## config.mk

```make
export PLATFORM = sky130hd
export DESIGN_NAME = d96r_ctrl
export DESIGN_NICKNAME = d
export VERILOG_FILES = /design/src/rtl/d96r_pkg.sv /design/src/rtl/d96r_ctrl.sv
export SDC_FILE = /design/constraint.sdc
export NUM_CORES = 1
export LEC_CHECK = 0
export BUFFER_PORTS_ARGS = -buffer_cell sky130_fd_sc_hd__buf_2
export CAP_MARGIN = 20
export CORE_AREA = 2 2 39 41
export DETAILED_ROUTE_END_ITERATION = 6
export DIE_AREA = 0 0 41 43
export PLACE_DENSITY = 0.53
export SYNTH_ARGS = -nofsm -noshare
export SYNTH_HDL_FRONTEND = slang
export SYNTH_SLANG_ARGS = --single-unit
export TNS_END_PERCENT = 20
```

## constraint.sdc

```tcl
create_clock -name clk -period 2.5 [get_ports clk]
set_input_delay 0.25 -clock clk [delete_from_list [all_inputs] [get_ports clk]]
set_output_delay 0.25 -clock clk [all_outputs]
set_load 0.01 [all_outputs]
```

## src/rtl/d96r_pkg.sv

```systemverilog
// Shared types and constants for the decimal96 round-to-integer block.
package d96r_pkg;

  localparam int MANT_W      = 96;
  localparam int CHUNK_W     = 16;
  localparam int NUM_CHUNKS  = MANT_W / CHUNK_W;
  localparam int CUR_W       = CHUNK_W + 4;
  localparam int PROD_W      = 2 * CUR_W;
  localparam int SCALE_W     = 5;
  localparam int SCALE_LSB   = 16;
  localparam int SIGN_BIT    = 31;
  localparam int RECIP_SHIFT = 23;

  // floor(x * RECIP / 2^23) == x / 10 for every x below 2^22
  localparam logic [CUR_W-1:0] RECIP      = 20'hCCCCD;
  localparam logic [3:0]       HALF_DIGIT = 4'd5;

  localparam logic [1:0] FUNC_ROUND    = 2'd0;
  localparam logic [1:0] FUNC_FLOOR    = 2'd1;
  localparam logic [1:0] FUNC_TRUNCATE = 2'd2;
  localparam logic [1:0] FUNC_TO_INT   = 2'd3;

  typedef struct packed {
    logic load;    // capture a new item
    logic step;    // divide one 16-bit chunk by ten
    logic last;    // this chunk is the lowest one of the word
    logic finish;  // apply rounding and load the output register
  } d96r_cmd_t;

  typedef struct packed {
    logic digits_done;  // no scale left to remove
  } d96r_status_t;

endpackage

```

## src/rtl/d96r_ctrl.sv

```systemverilog
// Controller: sequences load, chunk division steps and the output transfer.
module d96r_ctrl import d96r_pkg::*; (
  input  logic         clk,
  input  logic         rst,
  input  logic         in_valid,
  output logic         in_ready,
  output logic         out_valid,
  input  logic         out_ready,
  input  d96r_status_t status,
  output d96r_cmd_t    cmd
);

  localparam logic [1:0] S_IDLE   = 2'd0;
  localparam logic [1:0] S_DIV    = 2'd1;
  localparam logic [1:0] S_FINISH = 2'd2;

  localparam int CHUNK_CNT_W = $clog2(NUM_CHUNKS);

  logic [1:0]             state;
  logic [1:0]             state_next;
  logic [CHUNK_CNT_W-1:0] chunk;
  logic [CHUNK_CNT_W-1:0] chunk_next;
  logic                   out_free;

  assign out_free = !out_valid || out_ready;
  // no input transfer while reset is held
  assign in_ready = (state == S_IDLE) && !rst;

  always_comb begin
    state_next = state;
    chunk_next = chunk;
    cmd        = '0;
    unique case (state)
      S_IDLE: begin
        if (in_valid && in_ready) begin
          cmd.load   = 1'b1;
          chunk_next = '0;
          state_next = S_DIV;
        end
      end
      S_DIV: begin
        if (status.digits_done) begin
          state_next = S_FINISH;
        end else begin
          cmd.step = 1'b1;
          cmd.last = (chunk == CHUNK_CNT_W'(NUM_CHUNKS - 1));
          chunk_next = cmd.last ? '0 : chunk + CHUNK_CNT_W'(1);
        end
      end
      S_FINISH: begin
        if (out_free) begin
          cmd.finish = 1'b1;
          state_next = S_IDLE;
        end
      end
      default: state_next = S_IDLE;
    endcase
  end

  always_ff @(posedge clk) begin
    if (rst) begin
      state     <= S_IDLE;
      chunk     <= '0;
      out_valid <= 1'b0;
    end else begin
      state <= state_next;
      chunk <= chunk_next;
      if (cmd.finish) begin
        out_valid <= 1'b1;
      end else if (out_ready) begin
        out_valid <= 1'b0;
      end
    end
  end

endmodule

```

==> metrics <==
r2r endpoint chunk[1]; PwrDens 562 mW/mm^2; Final Max Tran Viols 0; grt ovf 0; cts repair resizes 0; hold path depth 2; CTS clk-pin slew, worst paths 0.05 ns; Worst Hold Launch rst; Setup CP Type register to primary output; Syn Nets 40; Final Hold Fails 0; largest net degree at the start of global routing 12; cell taking the most area after synthesis dfxtp_1; Max Cap Viol 0; final WL 652 um; Antenna Nets Post-Route 0; Worst R2R Setup Slack 1.35 ns; Max clock buf depth 2; Area Overhead vs Synth 22.6%; first-pass GRT wire length 966 um; startpoint types register; Synth top area share 36.8%; post-DR wirelength/cell 10.5 um; drt via density 4.68; max_slew headroom 78.4%; period utilisation layout 63.1%; gpl congestion 0.718; Port-buffer cells 10; ys flop type dfxtp_1; worst hold slack 0.259 ns; Leak 0.160 nW; Die Height 43 um; number of global-route vias before repair 253; Cell variety after synth 20; warnings from Yosys 0; number of diodes 0; CTS tree done; fmax 634 MHz; die area 0.00176 sq mm; row cnt 14; Core Box Area 0.00138 sq mm; IO Pins 11; CTS H-tree depth 1; Synth Instances 35; initial antenna violation count 0; RSZ-0062 raised after global routing false; top cells by count, synth dfxtp_1, nor2_1, a21oi_1; post-synthesis sequential area ratio 36.8%; Synth Cell Area 327 sq um; layout cells sized above 1 34.8%; number of post-CTS setup repair buffers 0; Nets 53; Placed Cells 59; initial core utilization 23.6%; required time of the worst setup path 2.25 ns; fin crit period 1.58 ns; FF-to-FF Start state[1]; setup_tns 0 ns; status finished clean; hold path endpoint state[1]; worst vdd ir 0.000184 V; Avg Cell Area, Syn 9.33 sq um; GRT Util Overall 8.94%; Async SR Flop Fraction 0%; DP HPWL 512 um; fill count 157; Post-synth EDFFs 0; cell with the most instances after synthesis dfxtp_1; worst slew pin tran 0.324 ns; CTS Buf Count 3; crit end category primary output; largest cells by area after synthesis dfxtp_1, a22o_1, nor4b_1; Clock Sinks 6; reg2reg path depth 3; min-delay worst type input port to register; DR pass1 iterations 4; clk_lat worst skew 0.24 ns; Iteration-0 DRC Markers 7; DR vias 290; Finished Layout Cells 62; Die W 41 um; Clock Skews 0.00230 ns; Root Driver clkbuf_4; hold_buf cts 0; # setup viols final 0; flops & latches, synth 6; Crit Path Max Fanout 11; DRC violations left 0; WP data arrival 1.33 ns
## cells by family after synthesis
logic type / Yosys count / share of synthesized area [%]
AND/OR/NAND/NOR: 18 / 36.8
buffers and inverters: 2 / 5.75
flip-flops: 6 / 36.8
AO/OA/AOI/OAI: 9 / 20.7
## cell type report
cell class / instances / area, sq um / share of cell area [%]
flip-flops and latches: 6 / 120 / 30.0
clock buffers: 3 / 22.5 / 5.62
multi-input cells: 27 / 188 / 46.9
repair buffers: 10 / 50.0 / 12.5
well taps: 16 / 20.0 / 5.00
## sequential cells by signal (all words and copies together) (netlist names)
| name | cells |
|---|---|
| chunk | 3 |
| out_valid | 1 |
| state | 2 |
## routing by layer
metal	up-vias	share of wire [%]	global-route usage, %	wire length, um
met1	128	42	9.03	272
met2	12	48	11.6	314
li1	150	-	-	-
met3	0	10	9.42	66
met5	-	0	0	0
met4	0	0	4.00	0
## placed cells by master, fill, tap and decap left out
cell type   n
buf_2      10
and2_1      1
a22o_1      2
nor4b_1     2
nor3b_1     1
nor3_1      1
a211o_1     1
a311oi_2    1
nor3b_2     1
nor3_2      1
clkbuf_4    3
nor2b_1     2
a21oi_1     3
nand3b_1    2
o21ai_0     1
or2_1       1
nor2_1      4
a31oi_1     1
nand2b_1    2
dfxtp_1     6
## critical path: stages (launching register included)
cell and delay [ns]:
dfxtp_1 0.50, nand3b_1 0.17, nor4b_1 0.24, buf_2 0.17
## report_power, final
| part | internal (mW) | switching [mW] | total, mW |
|---|---|---|---|
| Sequential | 0.0995 | 0.00664 | 0.106 |
| Clock | 0.0543 | 0.0353 | 0.0897 |
| Combinational | 0.0144 | 0.0148 | 0.0292 |
| Total | 0.168 | 0.0568 | 0.225 |
## per-stage QoR
step           setup WS [ns]  power, mW  cell area, sq um  utilization, %
6_report               0.923      0.225               400            28.9
5_1_grt                0.759      0.242               400            28.9
4_1_cts                0.896      0.231               400            28.9
3_5_place_dp            1.17      0.137               378            27.3
3_3_place_gp            1.17      0.137               378            27.3
2_1_floorplan           1.21      0.128               327               -
## worst max-delay path by stage
stage | slack, ns | cells after the start | endpoint | startpoint
global placement | 1.17 | 3 | cmd[1] | state[0]
global route | 0.76 | 3 | cmd[1] | state[0]
detailed placement | 1.17 | 3 | cmd[1] | state[0]
finish | 0.92 | 3 | cmd[1] | state[0]
floorplan | 1.21 | 3 | cmd[1] | state[1]
CTS | 0.90 | 3 | cmd[1] | state[0]
(Power assumes the default switching activity.)
